## config.mk

```make
export PLATFORM = sky130hd
export DESIGN_NAME = icon_outline_halo_mask_top_flat
export DESIGN_NICKNAME = d
export VERILOG_FILES = /design/src/ihm_pkg.sv /design/src/ihm_if.sv /design/src/ihm_cell.sv /design/src/ihm_window.sv /design/src/icon_outline_halo_mask_top.sv /design/src/flat_wrapper.sv
export SDC_FILE = /design/constraint.sdc
export NUM_CORES = 1
export LEC_CHECK = 0
export BUFFER_PORTS_ARGS = -buffer_cell sky130_fd_sc_hd__clkbuf_2
export CORE_ASPECT_RATIO = 1.2
export CORE_MARGIN = 2
export CORE_UTILIZATION = 35
export CTS_BUF_LIST = sky130_fd_sc_hd__clkbuf_16
export CTS_CLUSTER_DIAMETER = 50
export DETAILED_ROUTE_END_ITERATION = 12
export HOLD_SLACK_MARGIN = 0.15
export MAX_ROUTING_LAYER = met4
export PLACE_DENSITY = 0.54
export SYNTH_ARGS = -nofsm -noshare
export SYNTH_HDL_FRONTEND = slang
export SYNTH_SLANG_ARGS = --single-unit
```

## constraint.sdc

```tcl
create_clock -name clk -period 2.82 [get_ports clk]
set_clock_uncertainty 0.1 [all_clocks]
set_input_delay 0.564 -clock clk [delete_from_list [all_inputs] [get_ports clk]]
set_output_delay 0.564 -clock clk [all_outputs]
set_load 0.02 [all_outputs]
```

## src/ihm_pkg.sv

```systemverilog
// Shared types and constants of the icon outline halo mask block.
package ihm_pkg;

	localparam int unsigned APB_ADDR_W = 2;
	localparam int unsigned APB_DATA_W = 32;
	localparam int unsigned ARGB_W     = 32;
	localparam int unsigned ALPHA_W    = 8;
	localparam int unsigned RGB_W      = 24;
	localparam int unsigned TAP_N      = 9;

	// Window taps are numbered 3*row_offset + column_offset.
	localparam int unsigned TAP_CENTRE = 4;
	localparam int unsigned TAP_UP     = 3;

	localparam logic [APB_ADDR_W-1:0] REG_HALO_ALPHA   = '0;
	localparam logic [ALPHA_W-1:0]    HALO_ALPHA_RESET = 8'd220;
	localparam logic [RGB_W-1:0]      WHITE_RGB        = 24'hFF_FFFF;

	typedef logic [ARGB_W-1:0] argb_t;

	typedef enum logic [1:0] {
		PH_MAIN,
		PH_EDGE,
		PH_BORDER
	} phase_t;

	typedef struct packed {
		phase_t phase;
		logic   col_ge1;
		logic   col_ge2;
		logic   row_ge1;
		logic   row_ge2;
	} win_ctl_t;

endpackage

```

## src/ihm_if.sv

```systemverilog
// Valid/ready stream interfaces for input pixels and output pixels.
interface ihm_pix_if;
	import ihm_pkg::*;

	logic  valid;
	logic  ready;
	argb_t pixel_argb;

	modport source (output valid, output pixel_argb, input ready);
	modport sink (input valid, input pixel_argb, output ready);
endinterface

interface ihm_res_if;
	import ihm_pkg::*;

	logic  valid;
	logic  ready;
	argb_t out_argb;
	logic  end_of_run;
	logic  end_of_icon;

	modport source (output valid, output out_argb, output end_of_run, output end_of_icon,
		input ready);
	modport sink (input valid, input out_argb, input end_of_run, input end_of_icon,
		output ready);
endinterface

```

## src/ihm_cell.sv

```systemverilog
// One delay cell of a line store chain: loads its neighbour's value on every shift.
module ihm_cell #(
	parameter int unsigned W = 1
) (
	input  logic         clk,
	input  logic         arst_n,
	input  logic         shift,
	input  logic [W-1:0] d,
	output logic [W-1:0] q
);
	logic [W-1:0] data_q;

	always_ff @(posedge clk or negedge arst_n) begin
		if (!arst_n) begin
			data_q <= '0;
		end else if (shift) begin
			data_q <= d;
		end
	end

	assign q = data_q;
endmodule

```

## src/ihm_window.sv

```systemverilog
// Output pixel builder: masks the 3x3 opacity window and picks copy, halo or clear.
module ihm_window (
	input  ihm_pkg::win_ctl_t            ctl,
	input  logic [ihm_pkg::TAP_N-1:0]    taps,
	input  ihm_pkg::argb_t               src_main,
	input  ihm_pkg::argb_t               src_edge,
	input  logic [ihm_pkg::ALPHA_W-1:0]  halo_alpha,
	output ihm_pkg::argb_t               out_argb
);
	import ihm_pkg::*;

	logic [2:0] col_ok;
	logic [2:0] row_ok;
	logic       halo;
	logic       src_opaque;
	argb_t      src_color;

	always_comb begin
		row_ok     = {ctl.row_ge2, ctl.row_ge1, 1'b1};
		col_ok     = '0;
		src_opaque = 1'b0;
		src_color  = src_main;
		unique case (ctl.phase)
			PH_MAIN: begin
				col_ok     = {ctl.col_ge2, ctl.col_ge1, 1'b1};
				src_opaque = ctl.col_ge1 & ctl.row_ge1 & taps[TAP_CENTRE];
				src_color  = src_main;
			end
			PH_EDGE: begin
				col_ok     = 3'b011;
				src_opaque = ctl.row_ge1 & taps[TAP_UP];
				src_color  = src_edge;
			end
			PH_BORDER: begin
				col_ok = 3'b001;
			end
			default: begin
				col_ok = '0;
			end
		endcase

		halo = 1'b0;
		for (int j = 0; j < 3; j++) begin
			for (int i = 0; i < 3; i++) begin
				halo = halo | (taps[3*j+i] & row_ok[j] & col_ok[i]);
			end
		end

		if (src_opaque) begin
			out_argb = src_color;
		end else begin
			out_argb = {(halo ? halo_alpha : {ALPHA_W{1'b0}}), WHITE_RGB};
		end
	end
endmodule

```

## src/icon_outline_halo_mask_top.sv

```systemverilog
// Top level of the icon outline halo mask: line store chains, sequencer and APB register.
//
// Pixels of a square ICON_SIZE x ICON_SIZE icon enter on the pix channel in raster
// order, one beat per pixel, and an (ICON_SIZE+2) x (ICON_SIZE+2) outlined icon
// leaves on the res channel, also in raster order. end_of_run marks the last output
// beat caused by an input beat; end_of_icon marks the final output pixel.
// The APB register at byte address 0 holds the halo alpha (reset value 220);
// write it only while the block is idle.
// Without a stall the first output beat of a pixel is registered in the pending
// register and then in the output register, from which it is valid on res.
// The block takes one pixel per cycle while the receiver does not stall. The last
// pixel of each row holds the input while the two right border pixels go out, and
// the last pixel of the icon holds it while the bottom border rows are emitted.
// The output register sends one pixel per cycle when not stalled; the cell chains
// shift once per input pixel or bottom border pixel, not for right border pixels.
// After reset all opacity cells are clear and the next pixel is taken as (0, 0).
// When the receiver stalls, the output register holds its beat, the pending
// pixel waits behind it and pix.ready drops; nothing is lost or repeated.
module icon_outline_halo_mask_top #(
	parameter int unsigned ICON_SIZE = 16
) (
	input  logic                              clk,
	input  logic                              arst_n,
	ihm_pix_if.sink                           pix,
	ihm_res_if.source                         res,
	input  logic                              psel,
	input  logic                              penable,
	input  logic                              pwrite,
	input  logic [ihm_pkg::APB_ADDR_W-1:0]    paddr,
	input  logic [ihm_pkg::APB_DATA_W-1:0]    pwdata,
	output logic [ihm_pkg::APB_DATA_W-1:0]    prdata,
	output logic                              pready
);
	import ihm_pkg::*;

	localparam int unsigned CW        = $clog2(ICON_SIZE + 2);
	localparam int unsigned OPQ_DEPTH = 2 * ICON_SIZE + 3;
	localparam int unsigned COL_DEPTH = ICON_SIZE + 2;
	localparam logic [CW-1:0] LAST_COL   = CW'(ICON_SIZE - 1);
	localparam logic [CW-1:0] LAST_ROW   = CW'(ICON_SIZE - 1);
	localparam logic [CW-1:0] FIRST_VIRT = CW'(ICON_SIZE);
	localparam logic [CW-1:0] LAST_VIRT  = CW'(ICON_SIZE + 1);
	localparam logic [CW-1:0] ONE        = CW'(1);

	logic [ALPHA_W-1:0] halo_alpha_q;
	logic               cfg_wr;

	logic [CW-1:0] fc_q;
	logic [CW-1:0] fr_q;
	logic          feed_virt;

	logic          pend_valid_q;
	logic [CW-1:0] pc_q;
	logic [CW-1:0] pr_q;
	phase_t        phase_q;

	logic          res_valid_q;
	argb_t         res_argb_q;
	logic          res_eor_q;
	logic          res_eoi_q;

	logic          out_free;
	logic          emit;
	logic          row_end;
	logic          last_phase;
	logic          advance_ok;
	logic          advance;
	logic          new_opq;
	logic          eor;
	logic          eoi;

	logic [OPQ_DEPTH-1:0] opq;
	argb_t                col [COL_DEPTH];
	logic [TAP_N-1:0]     taps;
	win_ctl_t             ctl;
	argb_t                win_argb;

	// Configuration port.
	assign pready = 1'b1;
	assign cfg_wr = psel & penable & pwrite & pready & (paddr == REG_HALO_ALPHA);
	assign prdata = (paddr == REG_HALO_ALPHA) ?
		{{(APB_DATA_W - ALPHA_W){1'b0}}, halo_alpha_q} : '0;

	always_ff @(posedge clk or negedge arst_n) begin
		if (!arst_n) begin
			halo_alpha_q <= HALO_ALPHA_RESET;
		end else if (cfg_wr) begin
			halo_alpha_q <= pwdata[ALPHA_W-1:0];
		end
	end

	// Sequencing. Rows past the icon are fed as transparent pixels to flush the border.
	assign out_free   = !res_valid_q || res.ready;
	assign emit       = pend_valid_q && out_free;
	assign row_end    = (pc_q == LAST_COL);
	assign last_phase = ((phase_q == PH_MAIN) && !row_end) || (phase_q == PH_BORDER);
	assign advance_ok = !pend_valid_q || (emit && last_phase);
	assign feed_virt  = (fr_q >= FIRST_VIRT);
	assign pix.ready  = advance_ok && !feed_virt;
	assign advance    = advance_ok && (feed_virt || pix.valid);
	assign new_opq    = !feed_virt && (pix.pixel_argb[ARGB_W-1 -: ALPHA_W] != '0);

	always_ff @(posedge clk or negedge arst_n) begin
		if (!arst_n) begin
			fc_q <= '0;
			fr_q <= '0;
		end else if (advance) begin
			if (fc_q == LAST_COL) begin
				fc_q <= '0;
				fr_q <= (fr_q == LAST_VIRT) ? '0 : fr_q + ONE;
			end else begin
				fc_q <= fc_q + ONE;
			end
		end
	end

	always_ff @(posedge clk or negedge arst_n) begin
		if (!arst_n) begin
			pend_valid_q <= 1'b0;
			pc_q         <= '0;
			pr_q         <= '0;
			phase_q      <= PH_MAIN;
		end else if (advance) begin
			pend_valid_q <= 1'b1;
			pc_q         <= fc_q;
			pr_q         <= fr_q;
			phase_q      <= PH_MAIN;
		end else if (emit && last_phase) begin
			pend_valid_q <= 1'b0;
		end else if (emit) begin
			phase_q <= (phase_q == PH_MAIN) ? PH_EDGE : PH_BORDER;
		end
	end

	// Cell chains.
	for (genvar g = 0; g < OPQ_DEPTH; g++) begin : g_opq
		if (g == 0) begin : g_head
			ihm_cell #(.W(1)) u_cell (
				.clk    (clk),
				.arst_n (arst_n),
				.shift  (advance),
				.d      (new_opq),
				.q      (opq[g])
			);
		end else begin : g_body
			ihm_cell #(.W(1)) u_cell (
				.clk    (clk),
				.arst_n (arst_n),
				.shift  (advance),
				.d      (opq[g-1]),
				.q      (opq[g])
			);
		end
	end

	for (genvar g = 0; g < COL_DEPTH; g++) begin : g_col
		if (g == 0) begin : g_head
			ihm_cell #(.W(ARGB_W)) u_cell (
				.clk    (clk),
				.arst_n (arst_n),
				.shift  (advance),
				.d      (pix.pixel_argb),
				.q      (col[g])
			);
		end else begin : g_body
			ihm_cell #(.W(ARGB_W)) u_cell (
				.clk    (clk),
				.arst_n (arst_n),
				.shift  (advance),
				.d      (col[g-1]),
				.q      (col[g])
			);
		end
	end

	for (genvar j = 0; j < 3; j++) begin : g_tap_row
		for (genvar i = 0; i < 3; i++) begin : g_tap_col
			assign taps[3*j+i] = opq[j*ICON_SIZE+i];
		end
	end

	assign ctl.phase   = phase_q;
	assign ctl.col_ge1 = (pc_q >= ONE);
	assign ctl.col_ge2 = (pc_q > ONE);
	assign ctl.row_ge1 = (pr_q >= ONE);
	assign ctl.row_ge2 = (pr_q > ONE);

	ihm_window u_window (
		.ctl        (ctl),
		.taps       (taps),
		.src_main   (col[ICON_SIZE+1]),
		.src_edge   (col[ICON_SIZE]),
		.halo_alpha (halo_alpha_q),
		.out_argb   (win_argb)
	);

	assign eor = last_phase && ((pr_q < FIRST_VIRT) ? !(row_end && (pr_q == LAST_ROW))
		: (row_end && (pr_q == LAST_VIRT)));
	assign eoi = (phase_q == PH_BORDER) && (pr_q == LAST_VIRT);

	// Output register.
	always_ff @(posedge clk or negedge arst_n) begin
		if (!arst_n) begin
			res_valid_q <= 1'b0;
		end else if (out_free) begin
			res_valid_q <= pend_valid_q;
		end
	end

	always_ff @(posedge clk) begin
		if (emit) begin
			res_argb_q <= win_argb;
			res_eor_q  <= eor;
			res_eoi_q  <= eoi;
		end
	end

	assign res.valid       = res_valid_q;
	assign res.out_argb    = res_argb_q;
	assign res.end_of_run  = res_eor_q;
	assign res.end_of_icon = res_eoi_q;
endmodule

```

## src/flat_wrapper.sv

```systemverilog
// flat-port wrapper written by rule: the top's interface ports become plain ports
module icon_outline_halo_mask_top_flat import ihm_pkg::*;
#(
	parameter int unsigned ICON_SIZE = 16
)
  (clk, arst_n, psel, penable, pwrite, paddr, pwdata, prdata, pready, pix_valid, pix_pixel_argb, pix_ready, res_valid, res_out_argb, res_end_of_run, res_end_of_icon, res_ready);
  ihm_pix_if pix_i ();
  ihm_res_if res_i ();
  input  logic clk;
  input  logic arst_n;
  input  logic psel;
  input  logic penable;
  input  logic pwrite;
  input  logic [ihm_pkg::APB_ADDR_W-1:0] paddr;
  input  logic [ihm_pkg::APB_DATA_W-1:0] pwdata;
  output logic [ihm_pkg::APB_DATA_W-1:0] prdata;
  output logic pready;
  input wire logic [$bits(pix_i.valid)-1:0] pix_valid;
  input wire logic [$bits(pix_i.pixel_argb)-1:0] pix_pixel_argb;
  output wire logic [$bits(pix_i.ready)-1:0] pix_ready;
  output wire logic [$bits(res_i.valid)-1:0] res_valid;
  output wire logic [$bits(res_i.out_argb)-1:0] res_out_argb;
  output wire logic [$bits(res_i.end_of_run)-1:0] res_end_of_run;
  output wire logic [$bits(res_i.end_of_icon)-1:0] res_end_of_icon;
  input wire logic [$bits(res_i.ready)-1:0] res_ready;
  assign pix_i.valid = pix_valid;
  assign pix_i.pixel_argb = pix_pixel_argb;
  assign pix_ready = pix_i.ready;
  assign res_valid = res_i.valid;
  assign res_out_argb = res_i.out_argb;
  assign res_end_of_run = res_i.end_of_run;
  assign res_end_of_icon = res_i.end_of_icon;
  assign res_i.ready = res_ready;
  icon_outline_halo_mask_top #(.ICON_SIZE(ICON_SIZE)) u_core (.clk(clk), .arst_n(arst_n), .pix(pix_i), .res(res_i), .psel(psel), .penable(penable), .pwrite(pwrite), .paddr(paddr), .pwdata(pwdata), .prdata(prdata), .pready(pready));
endmodule
```

======== Word level (Yosys, flattened, before mapping) ========
Cells that the tools add are included.
storage, ports and cells
  bits of input ports ..................... 73
  bits in registers ....................... 677
  output and inout port bits .............. 69
cells by class
  bitwise gates (word level) .............. 28
  reductions and logical operators ........ 26
  eq/ne operators ......................... 8
  multiplexer cells ....................... 15
  add/subtract/negate cells ............... 2
  order comparisons ....................... 6
operators by type and width
  cell                 number
  $mux 32              2
  $and 1x1->1          20
  $mux 8               2
  $eq 5x4->1 const B   3
  $add 5x1->5 const B  2
  $eq 5x5->1 const B   2
  $ge 5x1->1 const B   2
  $gt 5x1->1 const B   2
  $logic_and 1x1->1    10
  $mux 5               2
  $pmux 3 s3           1
  $mux 2               4
  $or 1x1->1           8
  $reduce_bool 8->1    1
  $ge 5x5->1 const B   1
  $logic_not 1->1      5
  $lt 5x5->1 const B   1
  $logic_not 2->1      2
  $logic_or 1x1->1     4
  $reduce_and 2->1     2
  $reduce_bool 2->1    2
  $mux 1               3
  $eq 2x1->1 const B   1
  $eq 2x2->1 const B   1
  other kinds (2)      2

======== Longest topological paths before layout ========
  depth after elaboration ................. 13
  depth in mapped cells ................... 8
  gate-level depth less buffers ........... 6

======== Hierarchy ========
Synthesis repeated with hierarchy kept, for this count alone.
unflattened totals
  cell total of the unflattened synthesis .. 1,642
  area total of the unflattened synthesis .. 29,087.9 sq um
by module, submodules not included
  module                                        cells each  area an instance (sq um)  times used
  ihm_cell (u_core.g_col[0].g_head.u_cell ...)  68          1,345.0                   18
  icon_outline_halo_mask_top                    218         2,826.5                   1
  ihm_cell (u_core.g_opq[0].g_head.u_cell ...)  2           40.0                      35
  ihm_window                                    130         649.4                     1

======== Least setup slack after synthesis ========
Ideal clock, no wire load.
  path kind ............................... flip-flop to flip-flop
  start ................................... register u_core.pr_q[1]
  end ..................................... register u_core.res_argb_q[30] (netlist: u_core.res.out_argb[30]), data pin
  cell stages (with the launch flop) ...... 6
  library setup time ...................... 272 ps
  required time ........................... 2,448 ps
  data arrival time ....................... 1,637 ps
  path slack .............................. 811 ps
  path through ............................ dfrtp_1 -> or4_4 -> a211oi_1 -> a211oi_1 -> nor3_4 -> o22ai_1
on the way
  longest elaborated chain between the ends .. 11
  elaborated cells between the ends (all ways) .. 25
  those cells by class .................... 2 x order compare; 3 x mux; 20 x bitwise
RTL lines
  element                           line                                text
  from (decl)                       icon_outline_halo_mask_top.sv:54    logic [CW-1:0] pr_q;
  from (signal assigned)            icon_outline_halo_mask_top.sv:126   pr_q <= fr_q;
  $ge 5x1->1                        icon_outline_halo_mask_top.sv:185   assign ctl.row_ge1 = (pr_q >= ONE);
  $and 1x1->1                       ihm_window.sv:31, ihm_window.sv:45
  $and 1x1->1                       ihm_window.sv:45                    halo = halo | (taps[3*j+i] & row_ok[j] & col_ok[i]);
  $or 1x1->1 (6 in series)          ihm_window.sv:45
  $mux 8                            ihm_window.sv:52                    out_argb = {(halo ? halo_alpha : {ALPHA_W{1'b0}}), WHITE_RGB};
  $mux 32 (*)                       ihm_window.sv:49                    if (src_opaque) begin
  net u_core.u_window.out_argb[30]  ihm_window.sv:8                     output ihm_pkg::argb_t out_argb
  to (signal assigned)              icon_outline_halo_mask_top.sv:212   res_argb_q <= win_argb;
  to (decl)                         icon_outline_halo_mask_top.sv:58    argb_t res_argb_q;
The timed path passes the listed nets; every way through them passes the cells marked *.
A chain may end at the register's enable or synchronous reset.

======== Worst setup path in the final report ========
  start ................................... register u_core.pc_q[4]
  end ..................................... output port pix_ready
on the way
  longest elaborated chain between the ends .. 7
RTL lines
  element                 line                               text
  from (decl)             icon_outline_halo_mask_top.sv:53   logic [CW-1:0] pc_q;
  from (signal assigned)  icon_outline_halo_mask_top.sv:125  pc_q <= fc_q;
  $eq 5x4->1              icon_outline_halo_mask_top.sv:95   assign row_end = (pc_q == LAST_COL);
  $logic_not 1->1         icon_outline_halo_mask_top.sv:96   assign last_phase = ((phase_q == PH_MAIN) && !row_end) || (phase_q == PH_BORDER);
  $logic_and 1x1->1       icon_outline_halo_mask_top.sv:96
  $logic_or 1x1->1        icon_outline_halo_mask_top.sv:96
  $logic_and 1x1->1       icon_outline_halo_mask_top.sv:97   assign advance_ok = !pend_valid_q || (emit && last_phase);
  $logic_or 1x1->1        icon_outline_halo_mask_top.sv:97
  $logic_and 1x1->1       icon_outline_halo_mask_top.sv:99   assign pix.ready = advance_ok && !feed_virt;
  to (decl)               flat_wrapper.sv:20                 output wire logic [$bits(pix_i.ready)-1:0] pix_ready;
No other way between the ends.

==> impl_results.rst <==
.. list-table::
   :header-rows: 1

   * - Metric
     - Value
   * - Maximum VDD drop
     - 0.437 mV
   * - Hold path startpoint
     - u_core.g_col[10].g_body.u_cell.q[4]
   * - Worst Max-Slew Pin Slew
     - 638 ps
   * - Seq/Total Area, Yosys
     - 65.3%
   * - Maximum net fanout on the critical path
     - 4
   * - Max Root-Sink Buffers
     - 3
   * - Floorplan Core Area
     - 0.0739 mm²
   * - Pwr dens
     - 931 mW/mm²
   * - Met1 demand-to-capacity share in global routing
     - 17.9%
   * - Total overflow reported by the global router
     - 0
   * - Leading area contributor after synthesis
     - sky130_fd_sc_hd__dfrtp_1
   * - Reg clk slew, reported paths
     - 60 ps
   * - Switching part of the total power
     - 29.5%
   * - Layout area overhead
     - 17.6%
   * - Met2 track utilization from global routing
     - 21.9%
   * - DP Wirelength
     - 29.3 mm
   * - Required time of the worst setup path
     - 2160 ps
   * - Number of DRC markers after the initial detailed-route iteration
     - 1091
   * - Seq cells post-synth
     - 677
   * - Element type at the critical path start
     - flip-flop
   * - Endpoint arrival time on the critical path
     - 2010 ps
   * - Leakage power
     - 16.7 nW
   * - TritonCTS sink count
     - 677
   * - Number of flops mapped to enable cells by yosys
     - 34
   * - Max-cap check violation count
     - 0
   * - Final min period
     - 2670 ps
   * - CTS Buf Count
     - 76
   * - Number of max-slew violations in the final report
     - 0
   * - Share of power burned in registers
     - 51.9%
   * - Count of port buffers added during placement
     - 92
   * - Period utilization
     - 94.7%
   * - Max transition margin
     - 57.3%
   * - Avg Vias per Cell
     - 4.35
   * - Worst-Skew Late Latency
     - 600 ps
   * - Top library cells by usage in the layout, fill and taps aside
     - 1921 x sky130_fd_sc_hd__nand2_1, 638 x sky130_fd_sc_hd__dfrtp_1, 91 x sky130_fd_sc_hd__clkbuf_2, 77 x sky130_fd_sc_hd__clkbuf_16, 46 x sky130_fd_sc_hd__buf_4
   * - Worst-case hold path end point
     - u_core.g_col[11].g_body.u_cell.q[4]
   * - Library cells used by synthesis
     - 53
   * - Launch point of the worst reg-to-reg path
     - u_core.pc_q[4]
   * - Worst hold-check slack
     - 349 ps
   * - Worst Setup End Kind
     - primary output
   * - YS warnings
     - 0
   * - Total routing usage reported by global routing
     - 13.7%
   * - Drt drc
     - 0
   * - Die Outline Area
     - 0.0772 mm²
   * - Horiz. Die Dim
     - 254 µm
   * - FFs w/ async S/R, synth
     - 95.0%
   * - Row cnt
     - 109
   * - Setup violation total in the final timing report
     - 0
   * - Result of the run
     - complete, no violations
   * - Met3 Usage GRT
     - 2.22%
   * - Global route hottest layer
     - met2
   * - Relative contribution of the clock network to total power
     - 32.1%
   * - Final Total Pwr
     - 0.0287 W
   * - Number of antenna violations at the first check in global routing
     - 0
   * - Worst reg-to-reg path cell count
     - 7
   * - Average wire per cell in the routed design
     - 11.9 µm
   * - TritonCTS clock tree
     - built
   * - Last weighted congestion value of the routability-driven placer
     - 0.723
   * - Critical path class
     - reg2out
   * - Number of instances on the worst hold path
     - 2
   * - First-pass DRT Iterations
     - 5
   * - Number of nets still failing antenna checks after routing
     - 0
   * - RR Endpoint
     - u_core.g_col[5].g_body.u_cell.q[17]
   * - Proportion of layout cells with a drive suffix above 1
     - 9.45%
   * - Reg area
     - 0.0171 mm²
   * - Switch Pwr
     - 0.00848 W
   * - Maximum number of pins on one net before global-route repair
     - 107
   * - Initial standard-cell utilization of the core
     - 35.5%
   * - Die Span Y
     - 304 µm
   * - Via count of the first global-routing pass
     - 18300
   * - NumNets Final
     - 3134
   * - Max Freq
     - 374 MHz
   * - First-pass GRT wire length
     - 87.7 mm
   * - Count of mapped cells out of synthesis
     - 2923
   * - Setup TNS Final
     - 0 ps
   * - Number of I/O pins
     - 142
   * - Post-synthesis area per instance
     - 8.97 µm²
   * - H-tree level count
     - 3
   * - Number of hold violations in the final report
     - 0
   * - R2r setup slk
     - 420 ps
   * - Vias after detailed routing
     - 17900
   * - Cell internal power dissipation
     - 0.0202 W
   * - Multi-input combinational cell area
     - 0.00831 mm²
   * - Unrepaired setup endpoints after global routing
     - false
   * - Fill cell total of the finished layout
     - 7496
   * - Post-synth top flop
     - sky130_fd_sc_hd__dfrtp_1
   * - Portion of synthesized cell area occupied by the leading cell type
     - 60.9%
   * - Root buffer cell
     - sky130_fd_sc_hd__clkbuf_16
   * - Total Wirelength
     - 48.7 mm
   * - Commonest non-fill, non-tap cell in the layout
     - sky130_fd_sc_hd__nand2_1
   * - Worst hold-check path type
     - reg2reg
   * - Antenna cell count
     - 0
   * - Combined area of all synthesized cells
     - 0.0262 mm²
   * - Logic gate share of total power
     - 16.0%
   * - Dominant cells by area after synthesis
     - sky130_fd_sc_hd__dfrtp_1 61%, sky130_fd_sc_hd__nand2_1 27%, sky130_fd_sc_hd__edfxtp_1 3.9%, sky130_fd_sc_hd__buf_2 2.1%, sky130_fd_sc_hd__buf_4 0.72%
-- power groups by stage --
stage	logic (W)	clock network (W)	registers, W
5_1_grt	0.00556	0.00996	0.0154
2_1_floorplan	0.00346	0	0.0147
6_report	0.00460	0.00920	0.0149
3_5_place_dp	0.00465	0	0.0151
4_1_cts	0.00474	0.00951	0.0149
3_3_place_gp	0.00456	0	0.0150
-- cell families after synthesis --
kind of cell | Yosys count | synth area share (%)
flip-flops | 677 | 65.3
buffers and inverters | 182 | 3.48
AO/OA/AOI/OAI | 42 | 1.11
other | 2 | 0.0286
adder cells (fa/ha/maj) | 4 | 0.191
AND/OR/NAND/NOR | 1997 | 29.2
XOR/XNOR | 2 | 0.0668
multiplexers | 17 | 0.692
-- sequential cells by signal (all words and copies together), names as in the netlist --
name and count:
u_core.g_col.g_body.u_cell.q 544, u_core.pend_valid_q 1, u_core.res.end_of_run 1, u_core.pc_q 5, u_core.g_opq.g_body.u_cell.q 34, u_core.res.end_of_icon 1, u_core.res.valid 1, u_core.fr_q 5
u_core.halo_alpha_q 8, u_core.g_opq.g_head.u_cell.q 1, u_core.phase_q 2, u_core.pr_q 5, u_core.fc_q 5, u_core.g_col.g_head.u_cell.q 32, u_core.res.out_argb 32
-- synthesized netlist by cell type, types with 2 or more instances --
library cell,instances
sky130_fd_sc_hd__nor4_1,5
sky130_fd_sc_hd__inv_1,6
sky130_fd_sc_hd__nand4_1,2
sky130_fd_sc_hd__edfxtp_1,34
sky130_fd_sc_hd__o31ai_1,2
sky130_fd_sc_hd__nor3_1,3
sky130_fd_sc_hd__nand3_1,30
sky130_fd_sc_hd__buf_4,25
sky130_fd_sc_hd__a22o_1,2
sky130_fd_sc_hd__mux2_2,9
sky130_fd_sc_hd__clkbuf_1,43
sky130_fd_sc_hd__ha_1,4
sky130_fd_sc_hd__nor2_1,9
sky130_fd_sc_hd__nand2_1,1921
sky130_fd_sc_hd__a211oi_1,3
sky130_fd_sc_hd__buf_2,108
sky130_fd_sc_hd__nor2b_1,4
sky130_fd_sc_hd__o22ai_1,8
sky130_fd_sc_hd__o21ai_0,10
sky130_fd_sc_hd__dfrtp_1,638
sky130_fd_sc_hd__conb_1,2
sky130_fd_sc_hd__dfstp_2,5
sky130_fd_sc_hd__a21o_1,2
sky130_fd_sc_hd__a21oi_1,3
sky130_fd_sc_hd__and2_1,8
sky130_fd_sc_hd__or3_1,2
sky130_fd_sc_hd__nand2b_1,2
sky130_fd_sc_hd__mux2i_1,8
-- per-stage QoR --
stage	setup WS, ps	instances	util (%)	area [µm²]
5_1_grt	24.3	4111	41.7	30800
4_1_cts	83.8	4111	41.7	30800
6_report	148	4111	41.7	30800
3_3_place_gp	418	3935	38.0	28100
2_1_floorplan	811	2946	-	26300
3_5_place_dp	431	3935	38.0	28100
-- critical path: stages (launching register included) --
cell and delay (ps):
sky130_fd_sc_hd__dfrtp_1 380, sky130_fd_sc_hd__and4b_1 290, sky130_fd_sc_hd__nand3b_1 220, sky130_fd_sc_hd__o21ai_1 300, sky130_fd_sc_hd__nor2_1 80, sky130_fd_sc_hd__clkbuf_2 160
-- layout make-up --
| cell class | instances | area share (%) |
|---|---|---|
| inverter | 6 | 0.0730 |
| clock buffer | 77 | 6.25 |
| multi-input combinational | 2087 | 26.9 |
| timing repair buffer | 209 | 5.86 |
| clock inverter | 56 | 1.33 |
| tap | 999 | 4.05 |
| sequential | 677 | 55.5 |
-- per-layer routing --
| layer | vias up | share of wire (%) | routed length [µm] |
|---|---|---|---|
| li1 | 9213 | - | - |
| met1 | 8394 | 48 | 23600 |
| met2 | 191 | 47 | 22700 |
| met3 | 71 | 3.1 | 1490 |
| met4 | 0 | 2.0 | 957 |
| met5 | - | 0 | 0 |
-- repair_timing --
action	CTS	global route
endpoints found under the setup margin	1	1
hold buffers	43	0
cloned	0	0
buffers inserted	0	0
hold endpoints to repair	70	0
resized for setup	1	1
-- worst max path at each step --
stage,cells after the start,startpoint,endpoint,slack [ps]
2_1_floorplan,5,u_core.pr_q[1],u_core.res.out_argb[30],810
3_3_place_gp,7,u_core.pc_q[4],u_core.g_col[5].g_body.u_cell.q[17],420
3_5_place_dp,7,u_core.pc_q[4],u_core.g_col[5].g_body.u_cell.q[17],430
4_1_cts,7,res_ready,pix_ready,80
5_1_grt,5,u_core.pc_q[4],pix_ready,20
6_report,5,u_core.pc_q[4],pix_ready,150
(Power assumes the default switching activity.)
